==> src/design/apbq_pkg.sv <==
// Package for the all-pass biquad cascade: operation codes, controller states,
// command and status structures, configuration indexes and reset values.
// No dependencies.
`timescale 1ns / 1ps

package apbq_pkg;

	typedef enum logic [1:0] {
		OP_PROC   = 2'd0,
		OP_LOAD   = 2'd1,
		OP_COMMIT = 2'd2
	} op_t;

	typedef enum logic [2:0] {
		ST_CLEAR,
		ST_IDLE,
		ST_MOD,
		ST_MUL,
		ST_ADD,
		ST_FIN
	} state_t;

	localparam logic CFG_ACTIVE = 1'b0;
	localparam logic CFG_TAP    = 1'b1;

	localparam logic [7:0] ACTIVE_RESET = 8'd128;
	localparam logic [7:0] TAP_RESET    = 8'd127;

	// Commands from the controller to the datapath.
	typedef struct packed {
		logic clear_step;
		logic load_coef;
		logic commit;
		logic start;
		logic mod_step;
		logic mul;
		logic add;
		logic finish;
	} cmd_t;

	// Status from the datapath to the controller.
	typedef struct packed {
		logic clear_done;
		logic mod_done;
		logic last_sec;
		logic out_free;
	} sts_t;

endpackage

==> src/design/apbq_ctrl.sv <==
// Controller state machine of the all-pass biquad cascade.
// Depends on apbq_pkg; drives the datapath through cmd_t and reads sts_t.
`timescale 1ns / 1ps

module apbq_ctrl import apbq_pkg::*; (
	input  logic       clk,
	input  logic       arst_n,
	input  logic       req_valid,
	output logic       req_stall,
	input  logic [1:0] op,
	input  sts_t       sts,
	output cmd_t       cmd
);

	state_t state_q, state_d;

	always_ff @(posedge clk or negedge arst_n) begin
		if (!arst_n) begin
			state_q <= ST_CLEAR;
		end else begin
			state_q <= state_d;
		end
	end

	always_comb begin
		state_d   = state_q;
		cmd       = '0;
		req_stall = 1'b1;
		case (state_q)
			ST_CLEAR: begin
				cmd.clear_step = 1'b1;
				if (sts.clear_done) begin
					state_d = ST_IDLE;
				end
			end
			ST_IDLE: begin
				req_stall = 1'b0;
				if (req_valid) begin
					case (op)
						OP_PROC: begin
							cmd.start = 1'b1;
							state_d   = ST_MOD;
						end
						OP_LOAD:   cmd.load_coef = 1'b1;
						OP_COMMIT: cmd.commit = 1'b1;
						default:   ;
					endcase
				end
			end
			ST_MOD: begin
				// Reduce the ring start into range, then fetch section zero.
				cmd.mod_step = 1'b1;
				if (sts.mod_done) begin
					state_d = ST_MUL;
				end
			end
			ST_MUL: begin
				cmd.mul = 1'b1;
				state_d = ST_ADD;
			end
			ST_ADD: begin
				cmd.add = 1'b1;
				state_d = sts.last_sec ? ST_FIN : ST_MUL;
			end
			ST_FIN: begin
				if (sts.out_free) begin
					cmd.finish = 1'b1;
					state_d    = ST_IDLE;
				end
			end
			default: state_d = ST_CLEAR;
		endcase
	end

endmodule

==> config.mk <==
export PLATFORM = sky130hd
export DESIGN_NAME = apbq_ctrl
export DESIGN_NICKNAME = d
export VERILOG_FILES = /design/src/design/apbq_pkg.sv /design/src/design/apbq_ctrl.sv
export SDC_FILE = /design/constraint.sdc
export NUM_CORES = 1
export LEC_CHECK = 0
export BUFFER_PORTS_ARGS = -buffer_cell sky130_fd_sc_hd__buf_2
export CELL_PAD_IN_SITES_DETAIL_PLACEMENT = 2
export CELL_PAD_IN_SITES_GLOBAL_PLACEMENT = 2
export CORE_AREA = 2 2 40 42
export CTS_CLUSTER_SIZE = 24
export DETAILED_ROUTE_END_ITERATION = 6
export DIE_AREA = 0 0 42 44
export GPL_TIMING_DRIVEN = 0
export PLACE_DENSITY_LB_ADDON = 0.1
export REMOVE_ABC_BUFFERS = 1
export SETUP_SLACK_MARGIN = 0.2
export SLEW_MARGIN = 20
export SYNTH_ARGS = -nofsm -noshare
export SYNTH_HDL_FRONTEND = slang
export SYNTH_SLANG_ARGS = --single-unit
==> constraint.sdc <==
create_clock -name clk -period 1.5 [get_ports clk]
set_input_delay 0.3 -clock clk [delete_from_list [all_inputs] [get_ports clk]]
set_output_delay 0.3 -clock clk [all_outputs]
set_load 0.01 [all_outputs]
# Word-level counts from Yosys, hierarchy flattened
# Cells that the tools add are included.
[op_classes] muxes=19 n_reduce_logical=3 div=0 shifts=0 eq_ne=12 add_sub_neg=0 bitwise_logic=0 multipliers=0 n_lt_le_gt_ge=0
[ops] op="2-to-1 mux 3 bit" count=8
[ops] op="case mux 3 bit (6 select lines)" count=1
[ops] op="2-to-1 mux 1 bit" count=10
[ops] op="inequality test 2 bit, second input constant" count=4
[ops] op="== test 3 x 2 -> 1 bit, second input constant" count=2
[ops] op="== test 3 bit, second input constant" count=2
[ops] op="AND reduction 5 bit" count=1
[ops] op="== test 3 x 1 -> 1 bit, second input constant" count=1
[ops] op="zero test 3 bit" count=1
[ops] op="== test 2 x 1 -> 1 bit, second input constant" count=1
[ops] op="== test 2 bit, second input constant" count=1
[ops] op="zero test 2 bit" count=1
[ops] op="inequality test 2 x 1 -> 1 bit, second input constant" count=1
[word_totals] mem_bits_ro=0 ff_bits=3 inputBits=9 word_cells=35 ram_bits=0 latch_bits=0 n_memories=0 output_inout_bits=9

# Depth between registers and ports, before layout
# Gate-level depths: netlist of run 1.
[depth] ltp_word=4 mapped_depth=4 mapped_depth_nobuf=3

# Worst setup path after synthesis of run 1
# No wires, ideal clock.
[synth_timing] path_kind="flip-flop to output port" start="reg state_q[2]" end="out cmd[5] (netlist bit)" path_buffers=0 path_stages_with_launch=4 arrival_ns=0.998 t_required_ns=1.200 path_slack_ns=0.202 path_cell_list="dfrtp_1 > nor2_1 > nand3_1 > nor3b_1"
[synth_rtl] item="start: declaration" line="apbq_ctrl.sv:15" source="state_t state_q, state_d;"
[synth_rtl] item="start signal: assignment" line="apbq_ctrl.sv:21" source="state_q <= state_d;"
[synth_rtl] item="end: declaration" line="apbq_ctrl.sv:12" source="output cmd_t cmd"

==> impl_metrics.toml, run 1 <==
[layout]
drive_gt1_share_pct = 77.4
fin_util_pct = 35.9
nets = 72
regMostFlops = "state_q"
largest_reg_flops = 3
antenna_cells = 0
reg_top3 = "state_q x3"
area_growth_pct = 126
final_area_um2 = 509

[synthesis]
syn_area_um2 = 225
netlist_instances = 30
syn_area_per_cell_um2 = 7.51
synth_top_area_share_pct = 33.3
netlist.top_cell.by_area = "dfrtp_1"
synth_warnings = 0
synth_cell_types = 16
synth.area.top_cells = "dfrtp_1 (33%), nor2_1 (10%), o22ai_1 (8.3%), nor3b_1 (6.7%), nand2b_1 (5.6%)"
synth_seq_cells = 3
ys_seq_area_share_pct = 33.3

[status]
status = "finished, violations left"
violations = "negative setup slack"

[setup_path]
critical_path_class = "register to output port"
cp.arrival_ns = 1.21
startpoint_type = "register"
cp_max_fo = 3
crit_required_ns = 1.20
end_kind = "output port"

[detailed_routing]
ant_nets = 0
wl_per_cell_um = 13.9
drt-total-wl_mm = 1.09
drt_iter0_markers = 3
first_pass_iters = 2
drc = 0
viasPerCell = 4.60
vias = 359

[sta]
finalHoldViolCount = 0
max-slew-margin-rel_pct = 88.7
setup_viol = 1
final.min_clock_period_ns = 1.51
hold-worst-slack_ns = 0.394
tightest_slew_ns = 0.169
slew_viol_final = 0
final.setup.worst_slack_ns = -0.00966
fmax_mhz = 662
fin_crit_sh_pct = 101
rsz0062_at_grt = "yes"
fin_worst_skew_ns = 0.00920

[grt]
grt_pass1_wl_mm = 1.49
antenna_found_initial = 0
grt_max_degree = 13
grt-ovfl-total = 0
grtUsageTotal_pct = 11.0
grt_pass1_vias = 323

[hold_path]
min_path_type = "input pin to register"

[job]
cap_violations = 0

[placement]
pre_cts_ws_ns = 0.0603
io_buffers = 17
dp_hpwl_um = 629
dpl_cell_area_um2 = 325
gp_congestion = 0.672

[die]
core_area_mm2 = 0.00142
die_w_um = 42
rows = 14
die_y_um = 44
pin_count = 18
die_area_mm2 = 0.00185
start_util_pct = 15.9

[clocking]
clockBufferDepth = 2
ctsHtreeMaxLevel = 1
tritoncts = "yes"
cts_sinks = 3
path_clk_slew_ns = 0.04
insertion_delay_ns = 0.23
cts-buffers-inserted = 3
cts_root_buf = "clkbuf_4"

[power_and_ir_drop]
total_power_mw = 1.09
power_leakage_nw = 0.252
power_density_mw_per_mm2 = 2140
vdd_drop_max_v = 0.000549
-- path summary, 6_finish.rpt --
path | from | end | slack [ns] | depth (start not counted)
min reg2reg | state_q[2]$_DFFE_PN0P_ | state_q[2]$_DFFE_PN0P_ | 0.67 | 2
min | sts[3] | state_q[0]$_DFFE_PN0P_ | 0.39 | 3
max | state_q[2]$_DFFE_PN0P_ | cmd[4] | -0.01 | 5
max reg2reg | state_q[0]$_DFFE_PN0P_ | state_q[1]$_DFFE_PN0P_ | 0.26 | 4
max in group asynchronous | arst_n | state_q[1]$_DFFE_PN0P_ | 0.93 | 2
min in group asynchronous | arst_n | state_q[0]$_DFFE_PN0P_ | 0.44 | 2
-- cells by family (layout without fill, tap and decap cells) --
family	count (synthesis)	in the layout	share of synthesized area [%]
AND/OR/NAND/NOR	17	17	39.4
AO/OA/AOI/OAI	7	7	21.7
flip-flops	3	3	33.3
buffers and inverters	3	35	5.55
-- power by group --
| group | leakage [nW] | switching (mW) | internal (mW) |
|---|---|---|---|
| Sequential | 0.0342 | 0.0665 | 0.128 |
| Combinational | 0.203 | 0.342 | 0.415 |
| Clock | 0.0150 | 0.0397 | 0.0995 |
| Total | 0.252 | 0.448 | 0.642 |
-- cells in the mapped netlist --
| cell type | count |
|---|---|
| a21oi_2 | 1 |
| a2bb2oi_1 | 1 |
| buf_2 | 1 |
| dfrtp_1 | 3 |
| inv_1 | 2 |
| nand2_1 | 3 |
| nand2b_1 | 2 |
| nand3_1 | 1 |
| nor2_1 | 6 |
| nor3_1 | 1 |
| nor3b_1 | 2 |
| o21ai_0 | 1 |
| o21bai_1 | 1 |
| o22ai_1 | 3 |
| or2_2 | 1 |
| or3b_4 | 1 |
-- metal layers --
metal	part of all wire (%)	track usage (%)	vias up
met5	0	0	-
met1	33	12.3	174
li1	-	-	167
met2	59	19.7	16
met4	1.6	5.81	0
met3	6.4	2.08	2
-- worst max-delay path: stages (launching register included) --
cell     delay (ns)
dfrtp_2        0.42
nor2_4         0.12
buf_4          0.12
nand2_2        0.08
nor2_2         0.12
buf_2          0.14
-- through the flow --
step / TNS (ns) / std cells
2_1_floorplan: 0 / 29
3_3_place_gp: 0 / 62
5_1_grt: -0.222 / 78
3_5_place_dp: 0 / 62
6_report: -0.00966 / 78
4_1_cts: -0.0143 / 72
-- layout make-up --
cell class | count | area [um2]
inverters | 2 | 7.51
clock buffers | 4 | 26.3
fillers | 172 | 910
multi-input cells | 24 | 188
repair buffers | 29 | 189
flip-flops and latches | 3 | 78.8
well taps | 16 | 20.0
-- timing repair --
item,CTS,global route
gates resized for setup,10,9
setup endpoints to repair,9,9
hold buffers,1,0
buffers inserted,5,6
hold endpoints to repair,3,0
pin swaps,4,1
-- placed cells by master (no fill, tap or decap) --
master          n
a21oi_2         1
a2bb2oi_1       1
buf_2          17
buf_4           8
buf_6           3
clkbuf_1        1
clkbuf_4        3
dfrtp_2         3
dlygate4sd3_1   1
inv_1           2
nand2_1         2
nand2_2         1
nand2b_4        2
nand3_2         1
nor2_1          1
nor2_2          4
nor2_4          1
nor3_1          1
nor3b_2         2
o21ai_0         1
o21bai_1        1
o22ai_1         3
or2_2           1
or3b_4          1
Power figures use the tool's default switching activity.
==> inputs of run 2 (changes only) <==
Settings changed: MAX_ROUTING_LAYER set to met4.
==> run 2 against run 1 <==
The run still ends with negative setup slack left. Sequential power up 3%. Critical path depth unchanged. Power down 4.7%. Cell count down 2.6%. Die area unchanged. Fmax up 0.19%. Worst setup slack better by 0.0028 ns. Combinational power down 7.3%. Clock skew down 0.0027 ns. Hold slack better by 0.00089 ns. Global-route usage up 0.35 points. Largest power group unchanged.
==> impl_metrics.toml, run 2 (synthesized netlist as in run 1, its figures left out) <==
[hold_path]
worstHoldEndpoint = "state_q[0]$_DFFE_PN0P_"
hold_path_startpoint = "sts[3]"
min_path_cells = 3
min_path_type = "input pin to register"

[setup_path]
cp.arrival_ns = 1.21
crit_required_ns = 1.20
reg2reg_depth = 5
r2r_end = "state_q[1]$_DFFE_PN0P_"
startpoint_type = "register"
reg2reg_from = "state_q[1]$_DFFE_PN0P_"
critical_path_class = "register to output port"
r2r_slack_ns = 0.32
end_kind = "output port"
cp_max_fo = 3

[sta]
slew_viol_final = 0
rsz0062_at_grt = "yes"
setup_viol = 1
fin_crit_sh_pct = 100
tightest_slew_ns = 0.193
fin_worst_skew_ns = 0.00646
final.setup.worst_slack_ns = -0.00685
final.min_clock_period_ns = 1.51
fmax_mhz = 664
max-slew-margin-rel_pct = 87.1
finalHoldViolCount = 0

[detailed_routing]
drc = 0
wl_per_cell_um = 12.9
ant_nets = 0
viasPerCell = 4.54
drt_iter0_markers = 0
vias = 345
first_pass_iters = 1
drt-total-wl_um = 980

[layout]
reg_top3 = "state_q x3"
multiInputGateArea_um2 = 185
drive_gt1_share_pct = 75.0
nets = 70
final_area_um2 = 494
final_cells = 76
register_area_um2 = 78.8
fin_util_pct = 34.8
final_cell_mix = "buf_2 (16), buf_4 (7)"
antenna_cells = 0
largest_reg_flops = 3
fill_cells = 171
final_common_cell = "buf_2"
area_growth_pct = 119
regMostFlops = "state_q"

[clocking]
cts-buffers-inserted = 3
ctsHtreeMaxLevel = 1
path_clk_slew_ns = 0.04
insertion_delay_ns = 0.23
cts_root_buf = "clkbuf_4"
clockBufferDepth = 2
tritoncts = "yes"
cts_sinks = 3

[die]
die_w_um = 42
core_area_mm2 = 0.00142
die_area_mm2 = 0.00185
die_y_um = 44
rows = 14
pin_count = 18
start_util_pct = 15.9

[placement]
pre_cts_ws_ns = 0.0603
dp_hpwl_um = 629
gp_congestion = 0.679
placed_cells = 62
dpl_cell_area_um2 = 325
io_buffers = 17

[power_and_ir_drop]
total_power_mw = 1.04
power_density_mw_per_mm2 = 2100
comb_power_share_pct = 67.4
switching_share_pct = 40.7
p_seq_share_pct = 19.3
p_clk_share_pct = 13.3
p_sw_mw = 0.423
power_leakage_nw = 0.244
vdd_drop_max_v = 0.000535
p_int_mw = 0.616

[grt]
grt_pass1_vias = 321
grtUsageTotal_pct = 11.3
grt_pass1_wl_mm = 1.50
grt-ovfl-total = 0
antenna_found_initial = 0
grt_max_degree = 13

[status]
violations = "negative setup slack"
status = "finished, violations left"

[job]
cap_violations = 0
## run 2: worst max-delay path, cell delays in order, from the launching register on
cell     delay, ns
dfrtp_2       0.42
nor2_4        0.12
buf_4         0.11
nand2_2       0.07
nor2_2        0.12
buf_2         0.14
## run 2: routing by layer
layer	up-vias	track usage, %	wire [um]
met4	0	5.81	23
met1	163	11.8	331
li1	164	-	-
met3	2	2.08	69
met2	16	20.3	556
met5	-	-	0
## run 2: layout make-up
| cell class | instances | area share (%) |
|---|---|---|
| clock buffer | 4 | 5.32 |
| inverter | 2 | 1.52 |
| multi-input combinational | 24 | 37.5 |
| sequential | 3 | 15.9 |
| tap | 16 | 4.05 |
| timing repair buffer | 27 | 35.7 |
## run 2: worst max-delay path by stage
stage,startpoint,endpoint,slack (ns),cells past startpoint
global placement,state_q[2]$_DFFE_PN0P_,cmd[5],0.13,4
CTS,state_q[2]$_DFFE_PN0P_,cmd[5],-0.01,4
floorplan,state_q[2]$_DFFE_PN0P_,cmd[5],0.19,3
global route,state_q[2]$_DFFE_PN0P_,cmd[4],-0.08,5
detailed placement,state_q[2]$_DFFE_PN0P_,cmd[6],0.06,4
finish,state_q[2]$_DFFE_PN0P_,cmd[4],-0.007,5
## run 2: per-stage QoR
| stage | hold WS (ns) | TNS [ns] |
|---|---|---|
| 2_1_floorplan | 0.00441 | 0 |
| 6_report | 0.395 | -0.00685 |
| 5_1_grt | 0.442 | -0.237 |
| 3_3_place_gp | 0.0945 | 0 |
| 3_5_place_dp | 0.0961 | 0 |
| 4_1_cts | 0.393 | -0.0143 |
## run 2: what timing repair did
item                                    4_1_cts  5_1_grt
endpoints found under the setup margin        9        9
buffers inserted                              5        4
resized for setup                            10        7
pin swaps                                     4        1
gates cloned                                  0        0
hold endpoints to repair                      3        0
hold buffers                                  1        0
## run 2: power groups by stage
stage	registers, mW	clock network (mW)	logic (mW)
after CTS	0.205	0.143	0.542
final	0.200	0.138	0.701
after detailed placement	0.215	0	0.336
after global routing	0.208	0.157	0.765
after global placement	0.215	0	0.329
after floorplan	0.184	0	0.219
